==> src/sqll_pkg.sv <==
// Shared types, constants and character helpers for the SQL query lexer.
`timescale 1ns / 1ps

package sqll_pkg;

  localparam int unsigned MAX_QUERY_LEN = 4096;
  localparam int unsigned POS_W = $clog2(MAX_QUERY_LEN + 1);
  localparam int unsigned TOK_W = 13;

  localparam int unsigned QUEUE_DEPTH = 4;
  localparam int unsigned QPTR_W = $clog2(QUEUE_DEPTH);
  localparam int unsigned QCNT_W = $clog2(QUEUE_DEPTH + 1);

  localparam int unsigned NUM_SLOTS = 3;
  localparam int unsigned NUM_KW = 5;
  localparam int unsigned KW_MAX = 8;
  localparam int unsigned KW_IDX_W = $clog2(KW_MAX);

  localparam logic [7:0] CH_QUOTE = 8'h22;
  localparam logic [7:0] CH_COMMA = 8'h2c;
  localparam logic [7:0] CH_STAR = 8'h2a;
  localparam logic [7:0] CH_EQ = 8'h3d;
  localparam logic [7:0] CH_LT = 8'h3c;
  localparam logic [7:0] CH_GT = 8'h3e;
  localparam logic [7:0] CH_UNDERSCORE = 8'h5f;
  localparam logic [7:0] CH_DOT = 8'h2e;

  typedef enum logic [3:0] {
    TK_SELECT = 4'd0,
    TK_FROM   = 4'd1,
    TK_WHERE  = 4'd2,
    TK_AND    = 4'd3,
    TK_OR     = 4'd4,
    TK_IDENT  = 4'd5,
    TK_NUMBER = 4'd6,
    TK_STRING = 4'd7,
    TK_OPER   = 4'd8,
    TK_COMMA  = 4'd9,
    TK_STAR   = 4'd10,
    TK_END    = 4'd11,
    TK_ERROR  = 4'd12
  } tok_kind_e;

  typedef enum logic [1:0] {
    ERR_NONE         = 2'd0,
    ERR_UNEXPECTED   = 2'd1,
    ERR_UNTERMINATED = 2'd2,
    ERR_TOO_LONG     = 2'd3
  } err_code_e;

  typedef logic [POS_W-1:0] pos_t;

  typedef struct packed {
    tok_kind_e        kind;
    logic [TOK_W-1:0] start;
    logic [TOK_W-1:0] length;
    logic [7:0]       sym;
    err_code_e        err;
  } result_t;

  // Up to three results per input byte: a closed token, a token or error
  // begun by the byte (or the token closed by the query end), and END.
  typedef struct packed {
    logic [NUM_SLOTS-1:0] vld;
    result_t [NUM_SLOTS-1:0] slot;
  } bundle_t;

  // Keyword spellings, padded with zeros to a power-of-two row.
  localparam logic [7:0] KW_TEXT [NUM_KW][KW_MAX] = '{
    '{"S", "E", "L", "E", "C", "T", 8'h00, 8'h00},
    '{"F", "R", "O", "M", 8'h00, 8'h00, 8'h00, 8'h00},
    '{"W", "H", "E", "R", "E", 8'h00, 8'h00, 8'h00},
    '{"A", "N", "D", 8'h00, 8'h00, 8'h00, 8'h00, 8'h00},
    '{"O", "R", 8'h00, 8'h00, 8'h00, 8'h00, 8'h00, 8'h00}
  };
  localparam logic [3:0] KW_LEN [NUM_KW] = '{4'd6, 4'd4, 4'd5, 4'd3, 4'd2};

  function automatic logic is_space(logic [7:0] c);
    return (c == 8'd32) || (c >= 8'd9 && c <= 8'd13);
  endfunction

  function automatic logic is_alpha(logic [7:0] c);
    return (c >= 8'd65 && c <= 8'd90) || (c >= 8'd97 && c <= 8'd122);
  endfunction

  function automatic logic is_digit(logic [7:0] c);
    return c >= 8'd48 && c <= 8'd57;
  endfunction

  // Drops every keyword whose character at position idx is not c.
  function automatic logic [NUM_KW-1:0] kw_filter(logic [NUM_KW-1:0] mask, pos_t idx,
                                                 logic [7:0] c);
    logic [NUM_KW-1:0] m;
    m = mask;
    for (int k = 0; k < NUM_KW; k++) begin
      if (idx >= pos_t'(KW_LEN[k]) || KW_TEXT[k][idx[KW_IDX_W-1:0]] != c) begin
        m[k] = 1'b0;
      end
    end
    return m;
  endfunction

  // The lowest surviving keyword of exactly this length wins.
  function automatic tok_kind_e kw_kind(logic [NUM_KW-1:0] mask, pos_t len);
    tok_kind_e kind;
    kind = TK_IDENT;
    for (int k = NUM_KW - 1; k >= 0; k--) begin
      if (mask[k] && len == pos_t'(KW_LEN[k])) begin
        kind = tok_kind_e'(4'(k));
      end
    end
    return kind;
  endfunction

  function automatic result_t make_result(tok_kind_e kind, pos_t start, pos_t len,
                                          logic [7:0] sym, err_code_e err);
    result_t r;
    r.kind = kind;
    r.start = TOK_W'(start);
    r.length = TOK_W'(len);
    r.sym = sym;
    r.err = err;
    return r;
  endfunction

endpackage

==> src/sqll_if.sv <==
// Valid/ready channel interfaces for query bytes and result tokens.
`timescale 1ns / 1ps

interface sqll_in_if;
  logic       valid;
  logic       ready;
  logic [7:0] char_code;
  logic       has_char;
  logic       last_char;

  modport source (output valid, char_code, has_char, last_char, input ready);
  modport sink (input valid, char_code, has_char, last_char, output ready);
endinterface

interface sqll_out_if;
  logic                       valid;
  logic                       ready;
  logic [3:0]                 token_kind;
  logic [sqll_pkg::TOK_W-1:0] token_start;
  logic [sqll_pkg::TOK_W-1:0] token_length;
  logic [7:0]                 symbol_char;
  logic [1:0]                 error_code;
  logic                       last_of_run;

  modport source (output valid, token_kind, token_start, token_length, symbol_char,
                  error_code, last_of_run, input ready);
  modport sink (input valid, token_kind, token_start, token_length, symbol_char,
                error_code, last_of_run, output ready);
endinterface

==> src/sql_query_lexer.sv <==
// Top level of the streaming SQL query lexer.
// A byte's results enter the four-bundle queue and are offered from its head.
// Throughput: one byte per cycle; results leave one per cycle while ready is
// high; a byte with two or three results stalls the input once the queue fills.
// Reset is asynchronous: lexer state returns to idle at offset zero and the
// queue empties; there is no clearing pass.
`timescale 1ns / 1ps

module sql_query_lexer (
  input  logic        clk_i,
  input  logic        rst_ni,
  sqll_in_if.sink     query_i,
  sqll_out_if.source  token_o
);

  logic              q_push;
  logic              q_pop;
  logic              q_full;
  logic              q_empty;
  sqll_pkg::bundle_t q_in;
  sqll_pkg::bundle_t q_head;

  sqll_front u_front (
    .clk_i    (clk_i),
    .rst_ni   (rst_ni),
    .in_i     (query_i),
    .q_full_i (q_full),
    .push_o   (q_push),
    .bundle_o (q_in)
  );

  sqll_queue u_queue (
    .clk_i    (clk_i),
    .rst_ni   (rst_ni),
    .push_i   (q_push),
    .bundle_i (q_in),
    .pop_i    (q_pop),
    .head_o   (q_head),
    .full_o   (q_full),
    .empty_o  (q_empty)
  );

  sqll_back u_back (
    .clk_i   (clk_i),
    .rst_ni  (rst_ni),
    .head_i  (q_head),
    .empty_i (q_empty),
    .pop_o   (q_pop),
    .out_o   (token_o)
  );

  // An error token carries a cause and every other token carries none.
  assert property (@(posedge clk_i) disable iff (!rst_ni)
    token_o.valid |->
      ((token_o.token_kind == sqll_pkg::TK_ERROR) ==
       (token_o.error_code != sqll_pkg::ERR_NONE)))
    else $error("error code does not match token kind");

  // END is always the final result of its byte.
  assert property (@(posedge clk_i) disable iff (!rst_ni)
    (token_o.valid && token_o.token_kind == sqll_pkg::TK_END) |->
      (token_o.last_of_run && token_o.token_length == '0))
    else $error("END token not closing its run");

  // Only operators and errors carry a symbol byte.
  assert property (@(posedge clk_i) disable iff (!rst_ni)
    (token_o.valid && token_o.token_kind != sqll_pkg::TK_OPER &&
     token_o.token_kind != sqll_pkg::TK_ERROR) |-> token_o.symbol_char == 8'd0)
    else $error("symbol byte on a plain token");

  // The queue only drains a bundle on the transfer of its final result.
  assert property (@(posedge clk_i) disable iff (!rst_ni)
    q_pop |-> (!q_empty && token_o.last_of_run))
    else $error("bundle dropped before its last result");

endmodule

==> src/sqll_front.sv <==
// Front end: accepts query bytes, runs the lexer state and builds result bundles.
`timescale 1ns / 1ps

module sqll_front (
  input  logic              clk_i,
  input  logic              rst_ni,
  sqll_in_if.sink           in_i,
  input  logic              q_full_i,
  output logic              push_o,
  output sqll_pkg::bundle_t bundle_o
);

  localparam logic [2:0] MODE_IDLE   = 3'd0;
  localparam logic [2:0] MODE_IDENT  = 3'd1;
  localparam logic [2:0] MODE_NUMBER = 3'd2;
  localparam logic [2:0] MODE_STRING = 3'd3;
  localparam logic [2:0] MODE_ERROR  = 3'd4;

  localparam sqll_pkg::pos_t POS_MAX = sqll_pkg::pos_t'(sqll_pkg::MAX_QUERY_LEN);

  logic [2:0]                      mode_q, mode_d;
  sqll_pkg::pos_t                  pos_q, pos_d;
  sqll_pkg::pos_t                  begin_q, begin_d;
  logic [sqll_pkg::NUM_KW-1:0]     cand_q, cand_d;
  logic [7:0]                      c;
  logic                            xfer;
  logic                            run_idle;
  sqll_pkg::pos_t                  idx;
  sqll_pkg::pos_t                  end_len;
  sqll_pkg::bundle_t               bundle;

  assign c = in_i.char_code;
  assign in_i.ready = !q_full_i;
  assign xfer = in_i.valid && in_i.ready;
  assign idx = pos_q - begin_q;

  always_comb begin
    mode_d = mode_q;
    pos_d = pos_q;
    begin_d = begin_q;
    cand_d = cand_q;
    bundle = '0;
    run_idle = 1'b0;
    end_len = '0;

    if (in_i.has_char && mode_q != MODE_ERROR) begin
      if (pos_q >= POS_MAX) begin
        // Past the length limit: the pending token is dropped.
        bundle.vld[1] = 1'b1;
        bundle.slot[1] = sqll_pkg::make_result(sqll_pkg::TK_ERROR, pos_q, '0, c,
                                               sqll_pkg::ERR_TOO_LONG);
        mode_d = MODE_ERROR;
      end else begin
        unique case (mode_q)
          MODE_IDENT: begin
            if (sqll_pkg::is_alpha(c) || sqll_pkg::is_digit(c) ||
                c == sqll_pkg::CH_UNDERSCORE || c == sqll_pkg::CH_DOT) begin
              cand_d = sqll_pkg::kw_filter(cand_q, idx, c);
            end else begin
              bundle.vld[0] = 1'b1;
              bundle.slot[0] = sqll_pkg::make_result(sqll_pkg::kw_kind(cand_q, idx),
                                                     begin_q, idx, '0,
                                                     sqll_pkg::ERR_NONE);
              run_idle = 1'b1;
            end
          end
          MODE_NUMBER: begin
            if (!sqll_pkg::is_digit(c)) begin
              bundle.vld[0] = 1'b1;
              bundle.slot[0] = sqll_pkg::make_result(sqll_pkg::TK_NUMBER, begin_q, idx,
                                                     '0, sqll_pkg::ERR_NONE);
              run_idle = 1'b1;
            end
          end
          MODE_STRING: begin
            if (c == sqll_pkg::CH_QUOTE) begin
              bundle.vld[0] = 1'b1;
              bundle.slot[0] = sqll_pkg::make_result(sqll_pkg::TK_STRING, begin_q, idx,
                                                     '0, sqll_pkg::ERR_NONE);
              mode_d = MODE_IDLE;
            end
          end
          default: begin
            run_idle = 1'b1;
          end
        endcase

        if (run_idle) begin
          mode_d = MODE_IDLE;
          priority if (sqll_pkg::is_space(c)) begin
            mode_d = MODE_IDLE;
          end else if (sqll_pkg::is_alpha(c)) begin
            mode_d = MODE_IDENT;
            begin_d = pos_q;
            cand_d = sqll_pkg::kw_filter('1, '0, c);
          end else if (sqll_pkg::is_digit(c)) begin
            mode_d = MODE_NUMBER;
            begin_d = pos_q;
          end else if (c == sqll_pkg::CH_QUOTE) begin
            mode_d = MODE_STRING;
            begin_d = pos_q + 1'b1;
          end else if (c == sqll_pkg::CH_COMMA) begin
            bundle.vld[1] = 1'b1;
            bundle.slot[1] = sqll_pkg::make_result(sqll_pkg::TK_COMMA, pos_q,
                                                   sqll_pkg::pos_t'(1), '0,
                                                   sqll_pkg::ERR_NONE);
          end else if (c == sqll_pkg::CH_STAR) begin
            bundle.vld[1] = 1'b1;
            bundle.slot[1] = sqll_pkg::make_result(sqll_pkg::TK_STAR, pos_q,
                                                   sqll_pkg::pos_t'(1), '0,
                                                   sqll_pkg::ERR_NONE);
          end else if (c == sqll_pkg::CH_EQ || c == sqll_pkg::CH_LT ||
                       c == sqll_pkg::CH_GT) begin
            bundle.vld[1] = 1'b1;
            bundle.slot[1] = sqll_pkg::make_result(sqll_pkg::TK_OPER, pos_q,
                                                   sqll_pkg::pos_t'(1), c,
                                                   sqll_pkg::ERR_NONE);
          end else begin
            bundle.vld[1] = 1'b1;
            bundle.slot[1] = sqll_pkg::make_result(sqll_pkg::TK_ERROR, pos_q,
                                                   sqll_pkg::pos_t'(1), c,
                                                   sqll_pkg::ERR_UNEXPECTED);
            mode_d = MODE_ERROR;
          end
        end
        pos_d = pos_q + 1'b1;
      end
    end

    if (in_i.last_char) begin
      // A token still open at the query end closes into the middle slot,
      // which a byte that leaves a token open never uses.
      end_len = pos_d - begin_d;
      unique case (mode_d)
        MODE_IDENT: begin
          bundle.vld[1] = 1'b1;
          bundle.slot[1] = sqll_pkg::make_result(sqll_pkg::kw_kind(cand_d, end_len),
                                                 begin_d, end_len, '0,
                                                 sqll_pkg::ERR_NONE);
        end
        MODE_NUMBER: begin
          bundle.vld[1] = 1'b1;
          bundle.slot[1] = sqll_pkg::make_result(sqll_pkg::TK_NUMBER, begin_d, end_len,
                                                 '0, sqll_pkg::ERR_NONE);
        end
        MODE_STRING: begin
          bundle.vld[1] = 1'b1;
          bundle.slot[1] = sqll_pkg::make_result(sqll_pkg::TK_ERROR, begin_d - 1'b1,
                                                 end_len + 1'b1, '0,
                                                 sqll_pkg::ERR_UNTERMINATED);
        end
        default: begin
          bundle.vld[1] = bundle.vld[1];
        end
      endcase
      if (mode_d != MODE_ERROR && mode_d != MODE_STRING) begin
        bundle.vld[2] = 1'b1;
        bundle.slot[2] = sqll_pkg::make_result(sqll_pkg::TK_END, pos_d, '0, '0,
                                               sqll_pkg::ERR_NONE);
      end
      mode_d = MODE_IDLE;
      pos_d = '0;
      begin_d = '0;
      cand_d = '1;
    end
  end

  assign push_o = xfer && (|bundle.vld);
  assign bundle_o = bundle;

  always_ff @(posedge clk_i or negedge rst_ni) begin
    if (!rst_ni) begin
      mode_q <= MODE_IDLE;
      pos_q <= '0;
      begin_q <= '0;
      cand_q <= '1;
    end else if (xfer) begin
      mode_q <= mode_d;
      pos_q <= pos_d;
      begin_q <= begin_d;
      cand_q <= cand_d;
    end
  end

endmodule

==> src/sqll_queue.sv <==
// Short queue of result bundles between the lexer front end and the token emitter.
`timescale 1ns / 1ps

module sqll_queue (
  input  logic              clk_i,
  input  logic              rst_ni,
  input  logic              push_i,
  input  sqll_pkg::bundle_t bundle_i,
  input  logic              pop_i,
  output sqll_pkg::bundle_t head_o,
  output logic              full_o,
  output logic              empty_o
);

  sqll_pkg::bundle_t             mem_q [sqll_pkg::QUEUE_DEPTH];
  logic [sqll_pkg::QPTR_W-1:0]   wr_q, rd_q;
  logic [sqll_pkg::QCNT_W-1:0]   cnt_q;

  assign full_o = cnt_q == sqll_pkg::QCNT_W'(sqll_pkg::QUEUE_DEPTH);
  assign empty_o = cnt_q == '0;
  assign head_o = mem_q[rd_q];

  always_ff @(posedge clk_i) begin
    if (push_i) begin
      mem_q[wr_q] <= bundle_i;
    end
  end

  always_ff @(posedge clk_i or negedge rst_ni) begin
    if (!rst_ni) begin
      wr_q <= '0;
      rd_q <= '0;
      cnt_q <= '0;
    end else begin
      if (push_i) begin
        wr_q <= wr_q + 1'b1;
      end
      if (pop_i) begin
        rd_q <= rd_q + 1'b1;
      end
      if (push_i && !pop_i) begin
        cnt_q <= cnt_q + 1'b1;
      end else if (pop_i && !push_i) begin
        cnt_q <= cnt_q - 1'b1;
      end
    end
  end

endmodule

==> src/sqll_back.sv <==
// Back end: walks the head bundle and sends its results one per transfer.
`timescale 1ns / 1ps

module sqll_back (
  input  logic              clk_i,
  input  logic              rst_ni,
  input  sqll_pkg::bundle_t head_i,
  input  logic              empty_i,
  output logic              pop_o,
  sqll_out_if.source        out_o
);

  logic [sqll_pkg::NUM_SLOTS-1:0] done_q, done_d;
  logic [sqll_pkg::NUM_SLOTS-1:0] pending;
  logic [sqll_pkg::NUM_SLOTS-1:0] cur_oh;
  logic [1:0]                     sel;
  logic                           is_last;
  logic                           xfer;
  sqll_pkg::result_t              cur;

  assign pending = head_i.vld & ~done_q;

  always_comb begin
    priority if (pending[0]) begin
      sel = 2'd0;
    end else if (pending[1]) begin
      sel = 2'd1;
    end else begin
      sel = 2'd2;
    end
  end

  assign cur_oh = sqll_pkg::NUM_SLOTS'(1) << sel;
  assign is_last = (pending & ~cur_oh) == '0;
  assign cur = head_i.slot[sel];

  assign out_o.valid = !empty_i;
  assign out_o.token_kind = cur.kind;
  assign out_o.token_start = cur.start;
  assign out_o.token_length = cur.length;
  assign out_o.symbol_char = cur.sym;
  assign out_o.error_code = cur.err;
  assign out_o.last_of_run = is_last;

  assign xfer = out_o.valid && out_o.ready;
  assign pop_o = xfer && is_last;

  always_comb begin
    done_d = done_q;
    if (xfer) begin
      done_d = is_last ? '0 : (done_q | cur_oh);
    end
  end

  always_ff @(posedge clk_i or negedge rst_ni) begin
    if (!rst_ni) begin
      done_q <= '0;
    end else begin
      done_q <= done_d;
    end
  end

endmodule

==> src/flat_wrapper.sv <==
// flat-port wrapper written by rule: the top's interface ports become plain ports
module sql_query_lexer_flat 
  (clk_i, rst_ni, query_i_valid, query_i_char_code, query_i_has_char, query_i_last_char, query_i_ready, token_o_valid, token_o_token_kind, token_o_token_start, token_o_token_length, token_o_symbol_char, token_o_error_code, token_o_last_of_run, token_o_ready);
  sqll_in_if query_i_i ();
  sqll_out_if token_o_i ();
  input  logic clk_i;
  input  logic rst_ni;
  input wire logic [$bits(query_i_i.valid)-1:0] query_i_valid;
  input wire logic [$bits(query_i_i.char_code)-1:0] query_i_char_code;
  input wire logic [$bits(query_i_i.has_char)-1:0] query_i_has_char;
  input wire logic [$bits(query_i_i.last_char)-1:0] query_i_last_char;
  output wire logic [$bits(query_i_i.ready)-1:0] query_i_ready;
  output wire logic [$bits(token_o_i.valid)-1:0] token_o_valid;
  output wire logic [$bits(token_o_i.token_kind)-1:0] token_o_token_kind;
  output wire logic [$bits(token_o_i.token_start)-1:0] token_o_token_start;
  output wire logic [$bits(token_o_i.token_length)-1:0] token_o_token_length;
  output wire logic [$bits(token_o_i.symbol_char)-1:0] token_o_symbol_char;
  output wire logic [$bits(token_o_i.error_code)-1:0] token_o_error_code;
  output wire logic [$bits(token_o_i.last_of_run)-1:0] token_o_last_of_run;
  input wire logic [$bits(token_o_i.ready)-1:0] token_o_ready;
  assign query_i_i.valid = query_i_valid;
  assign query_i_i.char_code = query_i_char_code;
  assign query_i_i.has_char = query_i_has_char;
  assign query_i_i.last_char = query_i_last_char;
  assign query_i_ready = query_i_i.ready;
  assign token_o_valid = token_o_i.valid;
  assign token_o_token_kind = token_o_i.token_kind;
  assign token_o_token_start = token_o_i.token_start;
  assign token_o_token_length = token_o_i.token_length;
  assign token_o_symbol_char = token_o_i.symbol_char;
  assign token_o_error_code = token_o_i.error_code;
  assign token_o_last_of_run = token_o_i.last_of_run;
  assign token_o_i.ready = token_o_ready;
  sql_query_lexer u_core (.clk_i(clk_i), .rst_ni(rst_ni), .query_i(query_i_i), .token_o(token_o_i));
endmodule
==> config.mk <==
export PLATFORM = sky130hd
export DESIGN_NAME = sql_query_lexer_flat
export DESIGN_NICKNAME = d
export VERILOG_FILES = /design/src/sqll_pkg.sv /design/src/sqll_if.sv /design/src/sql_query_lexer.sv /design/src/sqll_front.sv /design/src/sqll_queue.sv /design/src/sqll_back.sv /design/src/flat_wrapper.sv
export SDC_FILE = /design/constraint.sdc
export NUM_CORES = 1
export LEC_CHECK = 0
export ABC_AREA = 1
export BUFFER_PORTS_ARGS = -buffer_cell sky130_fd_sc_hd__clkbuf_2
export CORE_UTILIZATION = 50
export CTS_CLUSTER_DIAMETER = 200
export DETAILED_ROUTE_END_ITERATION = 10
export GPL_ROUTABILITY_DRIVEN = 0
export PLACE_DENSITY = 0.73
export SETUP_SLACK_MARGIN = 0.5
export SLEW_MARGIN = 20
export SYNTH_ARGS = -nofsm -noshare
export SYNTH_HDL_FRONTEND = slang
export SYNTH_SLANG_ARGS = --single-unit
==> constraint.sdc <==
create_clock -name clk_i -period 7.2 [get_ports clk_i]
set_input_delay 0.72 -clock clk_i [delete_from_list [all_inputs] [get_ports clk_i]]
set_output_delay 0.72 -clock clk_i [all_outputs]
set_load 0.02 [all_outputs]
==> flow_summary.toml <==
[critical_path]
path_common_cell = "nand2_1"
cp_data_arrival_time_ns = 5.69
crit_path_top_delay_cell = "a2111oi_0"
worstSetupPathType = "register to register"
worstPathMaxFanout = 6
path_delay_family = "simple AND/OR/NAND/NOR gates"
cp-end-kind = "register"
crit_buf_inv = 3
cpPeakStageDelay_ns = 0.80
required_ns = 7.42
critPathLaunchType = "register"

[yosys]
synth_area_per_cell_um2 = 9.70
seq_area_frac_synth_pct = 57.5
netlist_area_um2 = 19700
postSynthCellCount = 2030
synth_mux_area_share_pct = 0
synth-xor-area-share_pct = 1.55
synth_top_flop_cell = "edfxtp_1"
synthesis.nets = 2088
synth-compound-area-share_pct = 14.4
synth_edf_count = 340
yosys_warnings = 0
synthArstFlopShare_pct = 11.5
ys_ff_latch = 384
synth_top_family_by_area = "simple AND/OR/NAND/NOR gates"
synthAdderAreaFrac_pct = 2.91
synth-simple-area-share_pct = 18.1
synth_cell_types = 68

[global_routing]
antenna_found_initial = 0
grt_pass1_wl_um = 83500
grt_max_degree = 97
first_global_vias = 14600
gr-total-overflow = 0
grt.total_usage_pct = 26.8

[layout]
final_area_um2 = 21700
syn2layout_area_growth_pct = 10.2
utilization_pct = 56.0
layout-drive-gt1-share_pct = 11.8
n_antenna_cell = 0
nets = 2118
layout_commonest_cell = "edfxtp_1"
fillers = 3213
final_cell_mix = "edfxtp_1 (340), nand2_1 (329), nor2_1 (269)"
final_cells = 2605

[cts]
cts_resized = 0
post-cts-setup-buffers = 0
clk_latency_ns = 0.54
cts_buffers = 38
cts_max_path_buffers = 3
cts_hold_buffers = 0
htreeDepth = 2
clk_pin_slew_ns = 0.06
cts_sinks = 384
root_buffer = "clkbuf_16"
cts_tree = "done"

[detailed_routing]
routed_wl_um = 55000
vias_per_cell = 6.10
ant_nets = 0
drc = 0
drt_pass1_iterations = 6
route.vias.total = 15900
drt-initial-drc-count = 1834
wire_per_inst_um = 21.1

[placed_design]
io_buffers = 56
detailed_place_hpwl_um = 36600
postPlaceCellArea_um2 = 20500
dp_slack_ns = 1.49
dpl.cell_count = 2538

[die]
die_height_um = 200
die_area_um2 = 40200
rows = 72
io_pins = 57
design.core.area_um2 = 38700
initial_core_util_pct = 50.8
die_x_um = 200

[flow_run]
maxCapViolations = 0

[sta]
worstMarginPinSlew_ns = 1.07
rsz0062_at_grt = "no"
period_needed_ns = 5.47
clock.fmax_ghz = 0.183
finClkSkew_ns = 0.0173
fin_crit_sh_pct = 76.0
relSlewSlack_pct = 28.2
finalSetupViolCount = 0
maxSlewViolCount = 0
setup_ws_ns = 1.73
hold_viol_final = 0
tns_ns = 0

[worst_hold_path]
hp-class = "input port to asynchronous set/reset pin"

[power]
irDropWorstVdd_mv = 0.226
p_leak_nw = 8.35
power_density_nw_per_um2 = 490

[outcome]
status = "finished, final reports clean"
==> final cells by class <==
class                           instances  area, µm²  area share [%]
Sequential cell                       384      11300            52.2
Multi-Input combinational cell       1362       7300            33.7
Clock buffer                           50       1020            4.69
Inverter                              196        741            3.42
Tap cell                              518        648            2.99
Timing Repair Buffer                   78        495            2.29
Clock inverter                         17        158           0.727
==> registers in the layout (all words and copies together), names as in the netlist <==
name / cells
u_core.u_queue.mem_q: 340
u_core.u_front.begin_q: 13
u_core.u_front.pos_q: 13
u_core.u_front.cand_q: 5
u_core.u_back.done_q: 3
u_core.u_front.mode_q: 3
u_core.u_queue.cnt_q: 3
u_core.u_queue.rd_q: 2
u_core.u_queue.wr_q: 2
==> per-stage QoR <==
stage | total power [mW] | hold WS, ns
2_1_floorplan | 6.93 | 0.424
3_3_place_gp | 8.53 | 0.473
3_5_place_dp | 8.63 | 0.486
4_1_cts | 10.5 | 0.325
5_1_grt | 11.2 | 0.359
6_report | 10.6 | 0.300
==> power breakdown <==
group	total, mW	internal [mW]	leakage, nW	switching (mW)
Combinational	5.64	1.58	4.07	4.06
Sequential	3.09	2.90	3.72	0.196
Clock	1.89	1.07	0.563	0.815
Total	10.6	5.55	8.35	5.07
==> cell families after synthesis <==
family	count (synthesis)
XOR/XNOR	31
buffers and inverters	284
AND/OR/NAND/NOR	810
adder cells (fa/ha/maj)	44
flip-flops	384
AO/OA/AOI/OAI	477
==> cells in the mapped netlist, drive strengths merged (3+ instances only) <==
cell type	n	area (µm²)
nor4	4	25.0
fa	3	60.1
edfxtp	340	10200
a21oi	111	574
clkinv	4	15.0
a22oi	8	60.1
a211oi	5	37.5
xnor2	8	104
a31o	4	35.0
xor2	23	201
nand3b	3	22.5
a221o	9	90.1
clkbuf	62	233
dfstp	5	131
o22ai	79	500
nand3	88	485
nand2	353	1430
dfrtp	39	976
o221ai	3	26.3
a31oi	8	65.1
o41ai	3	26.3
inv	192	723
or2	5	31.3
a221oi	20	175
o21a	3	22.5
ha	41	513
buf	26	133
nand4	31	213
nor2	289	1140
nor3	33	185
o21bai	4	33.8
o21ai	203	1030
==> worst reg2reg max path: cells and delay by family (launching register included) <==
kind	cells	cell delay (ns)
AO/OA/AOI/OAI	3	1.43
XOR/XNOR	1	0.35
adder cells (fa/ha/maj)	1	0.38
buffers and inverters	3	0.35
flip-flops	1	0.45
AND/OR/NAND/NOR	17	2.21
==> per-layer routing <==
metal	vias to the layer above	GRT usage [%]	wire length (µm)
li1	7201	-	-
met1	7541	37.5	22000
met2	981	41.3	24600
met3	156	5.10	6120
met4	0	10.7	2170
met5	-	0	0
==> final timing paths <==
check,startpoint,end,slack (ns),cells past startpoint
max,u_core.u_front.pos_q[2],u_core.u_queue.mem_q[3][77],1.73,25
min,rst_ni,u_core.u_back.done_q[2],0.30,2
max reg2reg,u_core.u_front.pos_q[2],u_core.u_queue.mem_q[3][77],1.73,25
min reg2reg,u_core.u_back.done_q[2],u_core.u_back.done_q[2],0.50,1
max in group asynchronous,rst_ni,u_core.u_queue.rd_q[0],6.37,2
min in group clk_i,token_o_ready,u_core.u_back.done_q[2],0.49,3
Power figures use the tool's default switching activity.
